## src/sv/lru_key_value_cache_core_defines.svh

```systemverilog
// ----------------------------------------------------------------------------
// lru key/value cache assertion macros
// shared concurrent check forms, clocked on clk and disabled in reset
// ----------------------------------------------------------------------------
`ifndef LRU_KEY_VALUE_CACHE_CORE_DEFINES_SVH
`define LRU_KEY_VALUE_CACHE_CORE_DEFINES_SVH

// same-cycle implication
`define LKVC_ASSERT_NOW(lbl, ante, cons, msg) \
  lbl: assert property (@(posedge clk) disable iff (!rst_n) (ante) |-> (cons)) \
    else $error(msg);

// next-cycle implication
`define LKVC_ASSERT_NEXT(lbl, ante, cons, msg) \
  lbl: assert property (@(posedge clk) disable iff (!rst_n) (ante) |=> (cons)) \
    else $error(msg);

`endif

```

## src/sv/lkvc_pkg.sv

```systemverilog
// ----------------------------------------------------------------------------
// lkvc_pkg
// beat types, operation codes and defaults for the lru key/value cache
// ----------------------------------------------------------------------------
`default_nettype none

package lkvc_pkg;

  // fixed field widths of the beats and of the capacity value
  localparam int FIELD_W = 32;
  localparam int CAP_W   = 5;

  // capacity after reset
  localparam logic [CAP_W-1:0] CAP_RESET = 5'd16;

  // operation codes
  localparam logic KIND_PUT = 1'b0;
  localparam logic KIND_GET = 1'b1;

  // parameter defaults
  localparam int MAX_ENTRIES_DEF = 16;
  localparam int KEY_BITS_DEF    = 32;
  localparam int VALUE_BITS_DEF  = 32;

  // input beat
  typedef struct packed {
    logic               kind;
    logic [FIELD_W-1:0] lookup_key;
    logic [FIELD_W-1:0] write_value;
  } in_item_t;

  // result beat
  typedef struct packed {
    logic               found;
    logic [FIELD_W-1:0] read_value;
    logic               evicted;
    logic [FIELD_W-1:0] evicted_key;
  } out_item_t;

  // controls broadcast to every cell
  typedef struct packed {
    logic go;       // operation accepted this cycle
    logic ins_all;  // put of a new key: whole row moves down one place
    logic put_hit;  // put of a present key
  } cell_ctrl_t;

endpackage

`default_nettype wire

```

## src/sv/lkvc_cell.sv

```systemverilog
// ----------------------------------------------------------------------------
// lkvc_cell
// one place of the recency-ordered row: holds a key and a value, compares
// the lookup key and takes its upper neighbour's entry when the row moves
// ----------------------------------------------------------------------------
`default_nettype none

module lkvc_cell #(
  parameter int KW = 32,
  parameter int VW = 32
) (
  input  wire                      clk,
  input  wire lkvc_pkg::cell_ctrl_t ctrl,
  input  wire                      valid,
  input  wire                      tail,
  input  wire  [KW-1:0]            cmp_key,
  input  wire  [KW-1:0]            prev_key,
  input  wire  [VW-1:0]            prev_val,
  output logic [KW-1:0]            key_q,
  output logic [VW-1:0]            val_q,
  output logic                     match,
  input  wire                      sfx_in,
  output logic                     sfx_out,
  input  wire  [VW-1:0]            rd_in,
  output logic [VW-1:0]            rd_out,
  input  wire  [KW-1:0]            ev_in,
  output logic [KW-1:0]            ev_out
);

  logic [KW-1:0] key_r, key_nxt;
  logic [VW-1:0] val_r, val_nxt;
  logic          en;
  logic [KW-1:0] tail_key;

  // compare and chain the hit down the row
  assign match   = valid & (key_r == cmp_key);
  assign sfx_out = match | sfx_in;
  assign rd_out  = rd_in | (match ? val_r : '0);

  // move when a new key goes in, or when the hit lies at or below this place
  assign en = ctrl.go & (ctrl.ins_all | sfx_out);

  // key that ends up at the least recent place
  assign tail_key = (ctrl.put_hit & sfx_out) ? prev_key : key_r;
  assign ev_out   = ev_in | (tail ? tail_key : '0);

  assign key_nxt = en ? prev_key : key_r;
  assign val_nxt = en ? prev_val : val_r;

  // entry storage
  always_ff @(posedge clk) begin
    key_r <= key_nxt;
    val_r <= val_nxt;
  end

  assign key_q = key_r;
  assign val_q = val_r;

endmodule

`default_nettype wire

```

## src/sv/lru_key_value_cache_core.sv

```systemverilog
// ----------------------------------------------------------------------------
// lru_key_value_cache_core
// a result beat appears in the cycle after its input beat is taken
// throughput: one operation per cycle while no held result is stalled; the lookup,
//   hit chain and row move of all cells settle combinationally and the row updates at the accepting edge
// reset: synchronous rst_n empties the cache and sets capacity to 16
// ----------------------------------------------------------------------------
`default_nettype none

`include "lru_key_value_cache_core_defines.svh"

module lru_key_value_cache_core #(
  parameter int MAX_ENTRIES = lkvc_pkg::MAX_ENTRIES_DEF,
  parameter int KEY_BITS    = lkvc_pkg::KEY_BITS_DEF,
  parameter int VALUE_BITS  = lkvc_pkg::VALUE_BITS_DEF
) (
  input  wire                          clk,
  input  wire                          rst_n,
  input  wire                          cfg_we,
  input  wire  [lkvc_pkg::CAP_W-1:0]   cfg_wdata,
  input  wire                          in_valid,
  output logic                         in_stall,
  input  wire  lkvc_pkg::in_item_t     in_data,
  output logic                         out_valid,
  input  wire                          out_stall,
  output lkvc_pkg::out_item_t          out_data
);

  localparam int KW    = (KEY_BITS < lkvc_pkg::FIELD_W) ? KEY_BITS : lkvc_pkg::FIELD_W;
  localparam int VW    = (VALUE_BITS < lkvc_pkg::FIELD_W) ? VALUE_BITS : lkvc_pkg::FIELD_W;
  localparam int CNT_W = $clog2(MAX_ENTRIES + 1);
  localparam int CMP_W = (CNT_W > lkvc_pkg::CAP_W) ? CNT_W : lkvc_pkg::CAP_W;

  logic [lkvc_pkg::CAP_W-1:0] cap_r, cap_nxt;
  logic [CNT_W-1:0]           count_r, count_nxt;
  logic                       out_valid_r, out_valid_nxt;
  lkvc_pkg::out_item_t        out_r, out_nxt;

  logic                       acc;
  logic                       is_put;
  logic                       found;
  logic [CMP_W-1:0]           cap_eff;
  logic [CMP_W-1:0]           cnt_ext;
  logic [KW-1:0]              key_in;
  logic [VW-1:0]              wval_in;
  lkvc_pkg::cell_ctrl_t       ctrl;
  logic                       evict;

  logic [KW-1:0]              key_q [MAX_ENTRIES];
  logic [VW-1:0]              val_q [MAX_ENTRIES];
  logic [MAX_ENTRIES-1:0]     valid_v;
  logic [MAX_ENTRIES-1:0]     tail_v;
  logic [MAX_ENTRIES-1:0]     match_v;
  logic [MAX_ENTRIES:0]       sfx;
  logic [VW-1:0]              rd  [MAX_ENTRIES+1];
  logic [KW-1:0]              ev  [MAX_ENTRIES+1];

  // beat handshake: take a new beat unless a result is held and stalled
  assign in_stall = out_valid_r & out_stall;
  assign acc      = in_valid & ~in_stall;

  assign key_in  = in_data.lookup_key[KW-1:0];
  assign wval_in = in_data.write_value[VW-1:0];
  assign is_put  = (in_data.kind == lkvc_pkg::KIND_PUT);

  // capacity clamped to 1 .. MAX_ENTRIES
  always_comb begin
    cap_eff = CMP_W'(cap_r);
    if (cap_eff == '0) begin
      cap_eff = CMP_W'(1);
    end else if (cap_eff > CMP_W'(MAX_ENTRIES)) begin
      cap_eff = CMP_W'(MAX_ENTRIES);
    end
  end
  assign cnt_ext = CMP_W'(count_r);

  // occupancy and least recent place, from the fill count
  always_comb begin
    for (int i = 0; i < MAX_ENTRIES; i++) begin
      valid_v[i] = (CNT_W'(i) < count_r);
      tail_v[i]  = (CNT_W'(i + 1) == count_r);
    end
  end

  // chain ends
  assign sfx[MAX_ENTRIES] = 1'b0;
  assign rd[MAX_ENTRIES]  = '0;
  assign ev[MAX_ENTRIES]  = '0;
  assign found            = sfx[0];

  assign ctrl.go      = acc;
  assign ctrl.ins_all = is_put & ~found;
  assign ctrl.put_hit = is_put & found;

  // row of cells, most recent at place zero
  for (genvar i = 0; i < MAX_ENTRIES; i++) begin : g_cell
    logic [KW-1:0] pk;
    logic [VW-1:0] pv;
    if (i == 0) begin : g_head
      assign pk = key_in;
      assign pv = is_put ? wval_in : rd[0];
    end else begin : g_body
      assign pk = key_q[i-1];
      assign pv = val_q[i-1];
    end
    lkvc_cell #(
      .KW (KW),
      .VW (VW)
    ) u_cell (
      .clk      (clk),
      .ctrl     (ctrl),
      .valid    (valid_v[i]),
      .tail     (tail_v[i]),
      .cmp_key  (key_in),
      .prev_key (pk),
      .prev_val (pv),
      .key_q    (key_q[i]),
      .val_q    (val_q[i]),
      .match    (match_v[i]),
      .sfx_in   (sfx[i+1]),
      .sfx_out  (sfx[i]),
      .rd_in    (rd[i+1]),
      .rd_out   (rd[i]),
      .ev_in    (ev[i+1]),
      .ev_out   (ev[i])
    );
  end

  // eviction: present key over capacity, or new key at capacity
  assign evict = is_put & (found ? (cnt_ext > cap_eff) : (cnt_ext >= cap_eff));

  // fill count and result
  always_comb begin
    count_nxt     = count_r;
    out_nxt       = out_r;
    out_valid_nxt = out_valid_r & out_stall;
    if (acc) begin
      if (is_put) begin
        if (found && evict) begin
          count_nxt = count_r - CNT_W'(1);
        end else if (!found && !evict) begin
          count_nxt = count_r + CNT_W'(1);
        end
      end
      out_valid_nxt       = 1'b1;
      out_nxt.found       = found;
      out_nxt.read_value  = (!is_put && found) ? lkvc_pkg::FIELD_W'(rd[0]) : '0;
      out_nxt.evicted     = evict;
      out_nxt.evicted_key = evict ? lkvc_pkg::FIELD_W'(ev[0]) : '0;
    end
  end

  // capacity register
  assign cap_nxt = cfg_we ? cfg_wdata : cap_r;

  // control state
  always_ff @(posedge clk) begin
    if (!rst_n) begin
      cap_r       <= lkvc_pkg::CAP_RESET;
      count_r     <= '0;
      out_valid_r <= 1'b0;
    end else begin
      cap_r       <= cap_nxt;
      count_r     <= count_nxt;
      out_valid_r <= out_valid_nxt;
    end
  end

  // result payload
  always_ff @(posedge clk) begin
    out_r <= out_nxt;
  end

  assign out_valid = out_valid_r;
  assign out_data  = out_r;

  // checks
  `LKVC_ASSERT_NOW(a_count_max, 1'b1, count_r <= CNT_W'(MAX_ENTRIES), "fill count over depth")
  `LKVC_ASSERT_NOW(a_one_match, 1'b1, $onehot0(match_v), "key held in more than one cell")
  `LKVC_ASSERT_NEXT(a_get_keeps, rst_n && acc && !is_put, count_r == $past(count_r), "get changed fill count")
  `LKVC_ASSERT_NEXT(a_put_grows, rst_n && acc && is_put && !found && !evict, count_r == $past(count_r) + CNT_W'(1), "insert without eviction did not grow fill count")
  `LKVC_ASSERT_NOW(a_evict_put, out_valid_r && out_r.evicted, out_r.read_value == '0, "eviction beat carries a read value")

endmodule

`default_nettype wire

```

## config.mk

```make
export PLATFORM = sky130hd
export DESIGN_NAME = lru_key_value_cache_core
export DESIGN_NICKNAME = d
export VERILOG_FILES = /design/src/sv/lkvc_pkg.sv /design/src/sv/lkvc_cell.sv /design/src/sv/lru_key_value_cache_core.sv
export VERILOG_INCLUDE_DIRS = /design/src /design/src/sv
export SDC_FILE = /design/constraint.sdc
export NUM_CORES = 2
export LEC_CHECK = 0
export BUFFER_PORTS_ARGS = -buffer_cell sky130_fd_sc_hd__buf_4
export CORE_MARGIN = 5
export CORE_UTILIZATION = 64
export DETAILED_ROUTE_END_ITERATION = 8
export PLACE_DENSITY_LB_ADDON = 0.1
export SETUP_SLACK_MARGIN = 0.4
export SYNTH_ARGS = -nofsm -noshare
export SYNTH_HDL_FRONTEND = slang
export SYNTH_HIERARCHICAL = 1
export SYNTH_SLANG_ARGS = --single-unit
```

## constraint.sdc

```tcl
create_clock -name clk -period 13.85 [get_ports clk]
set_input_delay 1.385 -clock clk [delete_from_list [all_inputs] [get_ports clk]]
set_output_delay 1.385 -clock clk [all_outputs]
set_load 0.02 [all_outputs]
```

==> summary.md <==
| Metric | Value |
|---|---|
| Congestion Overflow GR | 0 |
| Most common cell after layout, fill and taps aside | edfxtp_1 |
| Post-layout instance area | 70740 um2 |
| Relative slew margins | 11.40% |
| Setup CP Type | input pin to flip-flop |
| Post-Synthesis Cells | 5740 |
| Worst-Skew Late Latency | 0.73 ns |
| Total power | ~7.9 mW |
| Ports | 143 |
| R2r worst-path depth | 56 |
| Crit path max fanout | 150 |
| Hold/Removal Path Class | flip-flop to flip-flop |
| Die area | 108700 um2 |
| Synth area leader | edfxtp_1 |
| Commonest cells after routing, fill and taps aside | edfxtp_1 (1090), inv_1 (678), nand3_1 (547) |
| Synth cell types | 61 |
| MaxCap Viol Count | 0 |
| CTS Hold Buffers Added | 0 |
| Antenna viol nets, final | 0 |
| Initial antenna violation count | 6 |
| Initial DRC count | just under 8000 |
| P per Cell Area | 112.1 nW/um2 |
| Final Util | 69.63% |
| R2R Path End | out_data[17]$_SDFFCE_PN0P_ |
| Leakage | 27.06 nW |
| CP required | between 10 and 15 ns |
| Initial core utilization | 64.39% |
| Reg clk slew, reported paths | 0.06 ns |
| Worst ir drop on vdd | approximately 0.00011 V |
| Clock Sinks | around 1100 |
| Switch Pwr | 2.111 mW |
| Startpoint Class | input pin |
| Critical Path Source | in_data[35] |
| Routability congestion estimate | 0.9926 |
| Max Root-Sink Buffers | 3 |
| Area post-placement | 67200 um2 |
| Sum of buffers and inverters on the critical path | 19 |
| Detailed-placement wirelength estimate | 146600 um |
| Sw Ratio | 26.63% |
| Syn Std Cell Area | 65410 um2 |
| Num CTS Buffers | 115 |
| Post-CTS Resized | 0 |
| H-tree depth | 3 |
| Sequential share of the synthesized area | between 50 and 60% |
| Total Routed Length | 216800 um |
| Vias in the first global route | 49046 |
| Top cells by area, synth | edfxtp_1 (50%), o2111ai_1 (7.3%), o211ai_2 (6.1%) |
| Final Max Tran Viols | 0 |
| Core footprint | about 100000 um2 |
| Comb power frac | 11.2% |
| Synth warnings | 6 |
| Sequential cell area | 32950 um2 |
| Final setup vio count | 0 |
| Max Freq | 80.16 MHz |
| Die Ht | 329.7 um |
| Filler Cells Inserted | 7497 |
| Rows | ~120 |
| Crit end category | flip-flop |
| Layout Skew | 0.04611 ns |
| P&R area growth vs syn | 8.146% |
| RSZ-0062 raised after global routing | false |
| Worst EP arrival | ~13 ns |
| Final WS setup | 1.375 ns |
| FF+latch count, synth | about 1100 |
| Drc violations | 0 |
| Fraction of registers with async set/reset | 0% |
| Die W | 329.7 um |
| Number of flops mapped to enable cells by yosys | 1090 |
| CP delay by family, top | simple AND/OR/NAND/NOR gates |
| Cell mode on critical path | or2_2 |
| Routed len/inst | 30.19 um |
| TNS Setup | 0 ns |
| Fin nets | 5809 |
| Vias per inst | 7.264 |
| GR Util All Layers | 38.77% |
| Syn_area_per_cell | 11.40 um2 |
| Power Internal | 5.816 mW |
| Final min period | 12.48 ns |
| Flop pwr share | between 50% and 60% |
| Hold Path Depth | 0 |
| Worst flop-to-flop path startpoint | cnt_ext[1]$_SDFFE_PN0P_ |
| Min-Delay Endpoint | g_cell[8].u_cell/val_q[26]$_DFFE_PP_ |
| Vias | between 50000 and 60000 |
| R2R setup slack | 1.51 ns |
| Min-Delay Startpoint | g_cell[7].u_cell/val_q[26]$_DFFE_PP_ |
| Layout cells sized above 1 | ~17% |
| Pin count of the biggest net entering global routing | 151 |
| Status | complete, no violations |
| Clock Power Share | 37.5% |
| DP Worst Slack | 0.9849 ns |
| Area of the multi-input gates | approximately 28000 um2 |
| Primary FF master, synth | edfxtp_1 |
| Final Cycle Share | 90.07% |
| CTS tree | done |
| First-pass GRT wire length | 321500 um |
| Area share of the largest cell type after synthesis | 50.04% |
| CP max stage delay | a little over 0.7 ns |
| Root buffer cell | clkbuf_16 |
| Final hold violation count | 0 |
| Post CTS Setup Buffer Count | 0 |
| Number of detailed-route iterations in the first pass | 8 |
| Worst-Margin Slew | 1.326 ns |
| CP max stage cell | nand2_1 |
| IO buf count | about 140 |
[per-stage QoR]
step	hold slack, ns	std cells
6_report	0.4441	7180
3_3_place_gp	0.4278	6974
3_5_place_dp	0.4342	6974
5_1_grt	0.4498	7178
4_1_cts	0.4409	7177
2_1_floorplan	0.4272	5804
[layer usage]
layer / GRT usage (%) / routed length [um]
met5: 0 / 13
met4: 18.42 / 12810
met3: 10.73 / 28790
met2: 53.28 / 88620
met1: 57.11 / 86550
[worst max-delay path by stage]
stage / end / slack, ns / cells after the start
4_1_cts: out_data[0]$_SDFFCE_PN0P_ / 1.71 / 58
5_1_grt: out_data[0]$_SDFFCE_PN0P_ / 1.02 / 58
3_3_place_gp: out_data[0]$_SDFFCE_PN0P_ / 1.12 / 58
6_report: out_data[0]$_SDFFCE_PN0P_ / 1.37 / 58
3_5_place_dp: out_data[0]$_SDFFCE_PN0P_ / 0.98 / 58
2_1_floorplan: out_data[30]$_SDFFCE_PN0P_ / 1.13 / 74
[power groups by stage]
stage	logic [mW]	clock network [mW]	registers (mW)
after global routing	0.927	3.13	4.08
final	0.885	2.98	4.07
after floorplan	0.519	0	4.07
after CTS	0.855	3.00	4.06
after global placement	0.843	0	4.12
after detailed placement	0.851	0	4.13
[synth_stat cells, types with 45 or more instances]
cell type / count
xnor2_1: 65
a21oi_1: 53
buf_2: 172
edfxtp_1: 1090
buf_6: 51
nand2b_1: 71
a21o_1: 514
nand3_1: 547
nor3_1: 69
o2111ai_1: 544
inv_1: 678
nand4_1: 64
o211ai_2: 320
nor2b_1: 131
xor2_1: 304
clkbuf_1: 217
nor2_1: 45
o211ai_1: 195
nor4_1: 97
[cell type report]
class | count | area share, %
well taps | 1368 | 2.420
multi-input cells | 3534 | 39.32
diodes | 3 | 0.01061
clock buffers | 150 | 4.356
flip-flops and latches | 1101 | 46.58
clock inverters | 53 | 0.6420
repair buffers | 277 | 2.993
inverters | 694 | 3.682
[sequential cells by signal (all words and copies together), names as in the netlist]
name and cells:
out_data 66, cap_r 5, g_cell.u_cell/val_q 512, g_cell.u_cell/key_q 512, out_valid 1, cnt_ext 5
[cells by family after synthesis]
family | synth area share, %
compound gates | 24.38
xor+xnor | 4.941
fa+ha+maj | 0.2104
buf+inv | 7.823
flops | 50.37
mux | 0.6752
other cells | 0.005733
simple gates | 11.59
Note: power is estimated with default switching activity, not from simulation.
